## config.mk

```make
export PLATFORM = sky130hd
export DESIGN_NAME = hfti_interp
export DESIGN_NICKNAME = d
export VERILOG_FILES = /design/src/hfti_pkg.sv /design/src/hfti_interp.sv
export SDC_FILE = /design/constraint.sdc
export NUM_CORES = 2
export LEC_CHECK = 0
export BUFFER_PORTS_ARGS = -buffer_cell sky130_fd_sc_hd__clkbuf_2
export CORE_MARGIN = 4
export CORE_UTILIZATION = 50
export DETAILED_ROUTE_END_ITERATION = 10
export HOLD_SLACK_MARGIN = 0.15
export PLACE_DENSITY = 0.78
export SYNTH_ARGS = -nofsm -noshare
export SYNTH_HDL_FRONTEND = slang
export SYNTH_SLANG_ARGS = --single-unit
```

## constraint.sdc

```tcl
create_clock -name clk -period 7.95 [get_ports clk]
set_clock_uncertainty 0.2 [all_clocks]
set_input_delay 1.59 -clock clk [delete_from_list [all_inputs] [get_ports clk]]
set_output_delay 1.59 -clock clk [all_outputs]
set_load 0.02 [all_outputs]
```

## src/hfti_pkg.sv

```systemverilog
// Shared types and constants of the height-field triangle interpolator.
package hfti_pkg;

    localparam int HEIGHT_W  = 24;
    localparam int IDX_W     = 14;
    localparam int POS_W     = 15;
    localparam int DIM_W     = 8;
    localparam int STATUS_W  = 2;
    localparam int CFG_IDX_W = 8;

    // Slave-side tdata layout, lowest bits first
    localparam int IDX_LSB    = 0;
    localparam int HGT_LSB    = IDX_LSB + IDX_W;
    localparam int PX_LSB     = HGT_LSB + HEIGHT_W;
    localparam int PZ_LSB     = PX_LSB + POS_W;
    localparam int S_FIELDS_W = PZ_LSB + POS_W;
    localparam int S_TDATA_W  = ((S_FIELDS_W + 7) / 8) * 8;

    localparam logic [DIM_W-1:0] DIM_RESET = 8'd128;

    localparam logic [CFG_IDX_W-1:0] REG_GRID_WIDTH = 8'd0;
    localparam logic [CFG_IDX_W-1:0] REG_GRID_ROWS  = 8'd1;

    localparam logic CMD_WRITE = 1'b0;
    localparam logic CMD_QUERY = 1'b1;

    localparam logic [STATUS_W-1:0] ST_OK      = 2'd0;
    localparam logic [STATUS_W-1:0] ST_OUTSIDE = 2'd1;
    localparam logic [STATUS_W-1:0] ST_SAT     = 2'd2;

    localparam logic signed [HEIGHT_W-1:0] HEIGHT_MAX = 24'sh7FFFFF;
    localparam logic signed [HEIGHT_W-1:0] HEIGHT_MIN = 24'sh800000;

    typedef struct packed {
        logic query;
        logic wr_ok;
        logic outside;
    } hfti_ctrl_t;

endpackage

```

## src/hfti_interp.sv

```systemverilog
// Triangle select, weighting multiplies, sum, rounding and saturation.
module hfti_interp #(
    parameter int FRAC_BITS = 8
) (
    input  logic                                 clk,
    input  logic                                 rst_n,
    input  logic                                 in_valid,
    output logic                                 in_ready,
    input  logic                                 in_outside,
    input  logic signed [hfti_pkg::HEIGHT_W-1:0] in_h0,
    input  logic signed [hfti_pkg::HEIGHT_W-1:0] in_h1,
    input  logic signed [hfti_pkg::HEIGHT_W-1:0] in_h2,
    input  logic signed [hfti_pkg::HEIGHT_W-1:0] in_h3,
    input  logic [FRAC_BITS-1:0]                 in_rx,
    input  logic [FRAC_BITS:0]                   in_rz,
    output logic                                 out_valid,
    input  logic                                 out_ready,
    output logic signed [hfti_pkg::HEIGHT_W-1:0] out_height,
    output logic [hfti_pkg::STATUS_W-1:0]        out_status
);
    import hfti_pkg::*;

    localparam int RC_W   = FRAC_BITS + 1;
    localparam int DIFF_W = HEIGHT_W + 1;
    localparam int PROD_W = DIFF_W + RC_W + 1;
    localparam int ACC_W  = HEIGHT_W + FRAC_BITS + 4;
    localparam int Y_W    = ACC_W - FRAC_BITS;
    // 2^(FRAC_BITS-1) height units plus the rounding bias of the final shift
    localparam logic signed [ACC_W-1:0] ROUND_K =
        ACC_W'((64'd1 << (2 * FRAC_BITS - 1)) + (64'd1 << (FRAC_BITS - 1)));

    logic                     rdy4, rdy5, rdy6, rdy_out;
    logic                     s4_valid_reg, s5_valid_reg, s6_valid_reg, out_valid_reg;
    logic                     s4_outside_reg, s5_outside_reg, s6_outside_reg;

    logic                     upper;
    logic signed [DIFF_W-1:0] d1, d2;
    logic [RC_W-1:0]          c1, c2, rx_ext;

    logic signed [HEIGHT_W-1:0] s4_h0_reg, s5_h0_reg;
    logic signed [DIFF_W-1:0]   s4_d1_reg, s4_d2_reg;
    logic [RC_W-1:0]            s4_c1_reg, s4_c2_reg;
    logic signed [PROD_W-1:0]   p1, p2, s5_p1_reg, s5_p2_reg;
    logic signed [ACC_W-1:0]    acc, s6_acc_reg;
    logic signed [Y_W-1:0]      y;

    logic signed [HEIGHT_W-1:0] height_next, out_height_reg;
    logic [STATUS_W-1:0]        status_next, out_status_reg;

    assign rdy_out  = !out_valid_reg || out_ready;
    assign rdy6     = !s6_valid_reg || rdy_out;
    assign rdy5     = !s5_valid_reg || rdy6;
    assign rdy4     = !s4_valid_reg || rdy5;
    assign in_ready = rdy4;

    // Stage 4: upper-right triangle when rx > rz
    assign rx_ext = RC_W'(in_rx);
    assign upper  = rx_ext > in_rz;
    assign d1     = upper ? DIFF_W'(in_h1) - DIFF_W'(in_h0) : DIFF_W'(in_h3) - DIFF_W'(in_h0);
    assign d2     = upper ? DIFF_W'(in_h2) - DIFF_W'(in_h1) : DIFF_W'(in_h2) - DIFF_W'(in_h3);
    assign c1     = upper ? rx_ext : in_rz;
    assign c2     = upper ? in_rz : rx_ext;

    // Stage 5: two independent multiplies
    assign p1 = PROD_W'(s4_d1_reg) * PROD_W'($signed({1'b0, s4_c1_reg}));
    assign p2 = PROD_W'(s4_d2_reg) * PROD_W'($signed({1'b0, s4_c2_reg}));

    // Stage 6: exact sum with FRAC_BITS fraction bits
    assign acc = (ACC_W'(s5_h0_reg) <<< FRAC_BITS) + ACC_W'(s5_p1_reg) + ACC_W'(s5_p2_reg)
               + ROUND_K;

    // Output stage: arithmetic shift floors, bias already added
    assign y = s6_acc_reg[ACC_W-1:FRAC_BITS];

    always_comb
    begin
        priority if (s6_outside_reg)
        begin
            height_next = '0;
            status_next = ST_OUTSIDE;
        end
        else if (y > Y_W'(HEIGHT_MAX))
        begin
            height_next = HEIGHT_MAX;
            status_next = ST_SAT;
        end
        else if (y < Y_W'(HEIGHT_MIN))
        begin
            height_next = HEIGHT_MIN;
            status_next = ST_SAT;
        end
        else
        begin
            height_next = y[HEIGHT_W-1:0];
            status_next = ST_OK;
        end
    end

    always_ff @(posedge clk or negedge rst_n)
    begin
        if (!rst_n)
        begin
            s4_valid_reg  <= 1'b0;
            s5_valid_reg  <= 1'b0;
            s6_valid_reg  <= 1'b0;
            out_valid_reg <= 1'b0;
        end
        else
        begin
            if (rdy4)
                s4_valid_reg <= in_valid;
            if (rdy5)
                s5_valid_reg <= s4_valid_reg;
            if (rdy6)
                s6_valid_reg <= s5_valid_reg;
            if (rdy_out)
                out_valid_reg <= s6_valid_reg;
        end
    end

    always_ff @(posedge clk)
    begin
        if (rdy4 && in_valid)
        begin
            s4_outside_reg <= in_outside;
            s4_h0_reg      <= in_h0;
            s4_d1_reg      <= d1;
            s4_d2_reg      <= d2;
            s4_c1_reg      <= c1;
            s4_c2_reg      <= c2;
        end
        if (rdy5 && s4_valid_reg)
        begin
            s5_outside_reg <= s4_outside_reg;
            s5_h0_reg      <= s4_h0_reg;
            s5_p1_reg      <= p1;
            s5_p2_reg      <= p2;
        end
        if (rdy6 && s5_valid_reg)
        begin
            s6_outside_reg <= s5_outside_reg;
            s6_acc_reg     <= acc;
        end
        if (rdy_out && s6_valid_reg)
        begin
            out_height_reg <= height_next;
            out_status_reg <= status_next;
        end
    end

    assign out_valid  = out_valid_reg;
    assign out_height = out_height_reg;
    assign out_status = out_status_reg;

endmodule

```

== Word level (Yosys, flattened, before mapping) ==
Cells that the tools add are included.
Storage, ports and cells
  flip-flop bits (word level): 255
  bits in latches: 0
  memory bits (writable): 0
  memory bits (read-only): 0
  output and inout port bits: 28
  word-level logic and storage cells: 54
  memories: 0
Operators by class
  $add $sub $neg: 7
  multiply operators: 2
  divide/modulo/power cells: 0
  magnitude comparators: 3
  eq/ne operators: 0
  shift operators: 0
  multiplexer cells: 8
  bitwise operators: 0
  reduce and logical (&&, ||, !) cells: 13
Operator list (count)
  24-bit by 24-bit subtractor with 25-bit output: 4
  25-bit by 10-bit multiplier with 35-bit output: 2
  25-bit two-way mux: 2
  32-bit by 35-bit adder with 36-bit output: 1
  36-bit by 17-bit adder with 36-bit output (second input constant): 1
  36-bit by 35-bit adder with 36-bit output: 1
  28-bit by 24-bit > comparator with 1-bit output (second input constant): 1
  28-bit by 24-bit less-than comparator with 1-bit output (second input constant): 1
  24-bit two-way mux: 1
  23-bit two-way mux: 1
  8-bit two-way mux: 2
  8-bit by 9-bit > comparator with 1-bit output: 1
  1-bit logical AND: 4
  1-bit zero test: 4
  1-bit logical OR: 4
  2-bit two-way mux: 2
  2-bit OR reduction: 1

== Depth between registers and ports, before layout ==
  depth after elaboration: 6
  gate-level depth with buffers: 25
  depth with buffers taken out: 23

== Least setup slack after synthesis ==
Ideal clock, no wire load.
  path kind: reg2reg
  from: register s4_c1_reg[3]
  to: register s5_p1_reg[33], data pin
  arrival: 5523 ps
  path slack: 1969 ps
  cell stages (with the launch flop): 24
  clock period less this slack: 5981 ps
  cell sequence: edfxtp_1 > clkbuf_1 > clkbuf_1 > nand2_1 > fa_1 > inv_1 > fa_1 > inv_1 > fa_1 > inv_1 > fa_1 > inv_1 > fa_1 > inv_1 > ha_1 > a2111oi_4 > o21ai_2 > a41oi_1 > o21ai_1 > or4_4 > nand4_2 > o21ai_1 > a21oi_2 > xnor2_1
On the way
  word-level cells in the longest chain between the ends: 1
Ends and longest elaborated chain
  start, declared: line hfti_interp.sv:42  | logic [RC_W-1:0] s4_c1_reg, s4_c2_reg;
  start signal, assigned: line hfti_interp.sv:129  | s4_c1_reg <= c1;
  25-bit by 10-bit multiplier with 35-bit output: line hfti_interp.sv:65  | assign p1 = PROD_W'(s4_d1_reg) * PROD_W'($signed({1'b0, s4_c1_reg}));
  via p1[33]: line hfti_interp.sv:43  | logic signed [PROD_W-1:0] p1, p2, s5_p1_reg, s5_p2_reg;
  end signal, assigned: line hfti_interp.sv:136  | s5_p1_reg <= p1;
  end, declared: line hfti_interp.sv:43
The timed path passes the listed nets, and every way through them passes these cells.
A chain may end at the register's enable or synchronous reset.

== Worst setup path in the final report ==
  from: register s4_c2_reg[1]
  to: register s5_p2_reg[32], data pin
On the way
  word-level cells in the longest chain between the ends: 1
Ends and longest elaborated chain
  start, declared: line hfti_interp.sv:42
  start signal, assigned: line hfti_interp.sv:130  | s4_c2_reg <= c2;
  25-bit by 10-bit multiplier with 35-bit output: line hfti_interp.sv:66  | assign p2 = PROD_W'(s4_d2_reg) * PROD_W'($signed({1'b0, s4_c2_reg}));
  via p2[32]: line hfti_interp.sv:43
  end signal, assigned: line hfti_interp.sv:137  | s5_p2_reg <= p2;
  end, declared: line hfti_interp.sv:43
The timed path passes the listed nets, and every way through them passes these cells.

==> impl_metrics.tcl <==
set metrics [dict create \
    cts_setup_buffers 0 \
    synth_edf_count 243 \
    cp_slowest_stage_delay_ns 1.14 \
    ys.flop_type "edfxtp_1" \
    cts_tree "built" \
    die_area_mm2 0.0619 \
    first_pass_iters 7 \
    path_cells "nand2_1 > fa_1 > inv_1 > fa_1 > fa_1 > fa_1 > inv_1 > fa_1 > inv_1 > ha_1 > a21oi_1 > o21ai_0 > o311ai_0 > nor2_1 > o21ai_1 > a31oi_1 > a21o_1 > a21oi_1 > xnor2_1" \
    max_freq_mhz 143 \
    cp_common_cell "fa_1" \
    core_area_mm2 0.0576 \
    die_x_um 249 \
    nFillCells 4977 \
    cts_made_buffers 26 \
    crit_family "adder cells" \
    hold_depth 0 \
    final_nets 3687 \
    ys_seq_area_share_pct 25.5 \
    synth_area_leaders "fa_1, edfxtp_1, ha_1" \
    dp_cells 3629 \
    hold_violations 0 \
    ctsResizeCount 0 \
    end_kind "flop" \
    insertion_delay_ns 0.56 \
    whs_ns 0.214 \
    crit_slowest_cell "edfxtp_1" \
    netlist.area_leader.share_pct 27.5 \
    cap_violations 0 \
    viasPerCell 5.53 \
    drive_gt1_share_pct 9.38 \
    wl_um 68500 \
    cts.clk_slew.worst_paths_ns 0.06 \
    crit_cells 19 \
    worst-path-buf-inv 3 \
    critPathKind "reg2reg" \
    synth.avg_cell_area_um2 10.4 \
    slew_violations 0 \
    layout_worst_path_cycle_share_pct 88.1 \
    yosys.area.top_type "fa_1" \
    syn_inst 2794 \
    min_period_ns 7.01 \
    grt_pass1_vias 21200 \
    netlist_area_mm2 0.0290 \
    ioPinCount 146 \
    drt_iter0_markers 1590 \
    stdcell_count 3678 \
    arrival_ns 7.10 \
    antenna_found_initial 4 \
    synthesis.nets 3589 \
    drc 0 \
    cts_hold_buf 0 \
    wl_per_cell_um 18.6 \
    startpoint_type "flop" \
    dp_slack_ns 1.15 \
    ys_async_sr_fraction_pct 1.62 \
    grt_max_degree 63 \
    syn2layout_area_growth_pct 7.95 \
    cts_buffer_depth 3 \
    place_congestion 0.964 \
    initial_utilization_pct 50.4 \
    grtUsageTotal_pct 22.6 \
    crit_path_max_fanout 25 \
    worst_pin_slew_ns 1.20 \
    htree_levels 1 \
    hold_path_class "reg2reg" \
    grt_pass1_wl_um 112000 \
    dieHeight_um 249 \
    vias 20300 \
    yosysWarnings 0 \
    synth_cell_type_count 77 \
    r2r_cells 19 \
    critPathRequiredTime_ns 8.05 \
    outcome "finished, final reports clean" \
    io_buffers 145 \
    final.setup.worst_slack_ns 0.944 \
    dp_hpwl_um 55600 \
    grt_overflow 0 \
    cts_sinks 247 \
    num_rows 88 \
    rsz0062_at_grt "false" \
    ant_nets 0 \
    ys_ff_latch 247 \
    slew_headroom_pct 19.9 \
    setup_viol 0 \
    root_buffer "clkbuf_16" \
    fin_tns_setup_ns 0 \
]
==> cells in the mapped netlist, drive strengths merged, types with 17 or more instances <==
| cell | instances |
|---|---|
| inv | 478 |
| edfxtp | 243 |
| o21ai | 73 |
| clkbuf | 73 |
| a211oi | 17 |
| nand3 | 23 |
| nor2 | 90 |
| mux2i | 24 |
| and2 | 215 |
| mux2 | 41 |
| o21a | 37 |
| nor3 | 21 |
| nand2 | 303 |
| a21oi | 103 |
| ha | 278 |
| a21o | 46 |
| nor2b | 20 |
| fa | 399 |
| xnor2 | 86 |
| o21bai | 20 |
| xor2 | 47 |
==> kinds of logic (layout without fill, tap and decap cells) <==
kind of cell / Yosys count / after routing / synth area share, %
fa+ha+maj: 677 / 677 / 39.5
other cells: 1 / 3 / 0.0129
simple gates: 733 / 733 / 12.4
xor+xnor: 133 / 133 / 4.01
buf+inv: 565 / 682 / 7.35
mux: 65 / 65 / 2.42
flops: 247 / 247 / 25.5
compound gates: 373 / 373 / 8.77
==> worst reg2reg max path, stage by stage (launching register included) <==
cell and delay, ns:
edfxtp_1 1.14, nand2_1 0.20, fa_1 0.58, inv_1 0.05, fa_1 0.48, fa_1 0.50, fa_1 0.51, inv_1 0.05
fa_1 0.48, inv_1 0.04, ha_1 0.35, a21oi_1 0.24, o21ai_0 0.23, o311ai_0 0.69, nor2_1 0.08, o21ai_1 0.20
a31oi_1 0.19, a21o_1 0.21, a21oi_1 0.20, xnor2_1 0.12
==> area by class of cell <==
type / count / area, um2 / share of cell area (%)
Clock inverter: 18 / 158 / 0.503
Tap cell: 765 / 957 / 3.06
Clock buffer: 29 / 683 / 2.18
Sequential cell: 247 / 7400 / 23.6
Antenna cell: 2 / 5.00 / 0.0160
Timing Repair Buffer: 157 / 816 / 2.60
Multi-Input combinational cell: 1982 / 19500 / 62.3
Inverter: 478 / 1790 / 5.73
==> cells in the final DEF, fill, tap and decap left out, types with 9 or more instances in the layout <==
cell type	synthesis	final
a21oi_1	99	98
inv_1	478	478
buf_4	0	12
and2_1	215	213
xor2_1	47	47
nor2_1	90	89
nor3_1	20	20
a21o_1	46	46
nor2b_1	20	19
nand4_1	12	12
and3_1	9	9
edfxtp_1	243	243
o21bai_1	20	20
clkbuf_2	0	145
mux2i_1	24	24
nand3_1	23	23
o21ai_1	11	11
a211oi_1	15	14
mux2_2	41	41
xnor2_1	86	86
ha_1	278	278
fa_1	399	399
clkbuf_16	0	27
nand2b_1	13	13
nand2_1	303	303
o21ai_0	61	61
o21a_1	37	37
a31oi_1	13	13
==> final timing paths <==
path                                        start                       end  slack (ns)
max                        s4_c2_reg[1]$_DFFE_PP_   s5_p2_reg[32]$_DFFE_PP_        0.94
min                        s4_h0_reg[7]$_DFFE_PP_    s5_h0_reg[7]$_DFFE_PP_        0.21
min in group asynchronous                   rst_n  s5_valid_reg$_DFFE_PN0P_        0.63
max in group asynchronous                   rst_n     out_valid$_DFFE_PN0P_        6.79
max reg2reg                s4_c2_reg[1]$_DFFE_PP_   s5_p2_reg[32]$_DFFE_PP_        0.94
min reg2reg                s4_h0_reg[7]$_DFFE_PP_    s5_h0_reg[7]$_DFFE_PP_        0.21
==> metrics by stage <==
step | utilization [%] | area (um2)
after detailed placement | 52.9 | 30500
after floorplan | - | 29000
after global placement | 52.9 | 30500
after CTS | 54.4 | 31300
after global routing | 54.4 | 31300
final | 54.4 | 31300
==> layer usage <==
| layer | routed length [um] | up-vias | share of wire, % | track usage (%) |
|---|---|---|---|---|
| met4 | 3750 | 4 | 5.5 | 9.86 |
| met5 | 23 | - | 0.034 | 0 |
| met2 | 30100 | 758 | 44 | 34.9 |
| met3 | 5380 | 147 | 7.9 | 4.28 |
| met1 | 29200 | 10200 | 43 | 31.4 |
| li1 | - | 9283 | - | - |
Power is left out: the tool's default activity adds up to more than one toggle a clock period on the data nets, which glitch-free logic cannot reach.
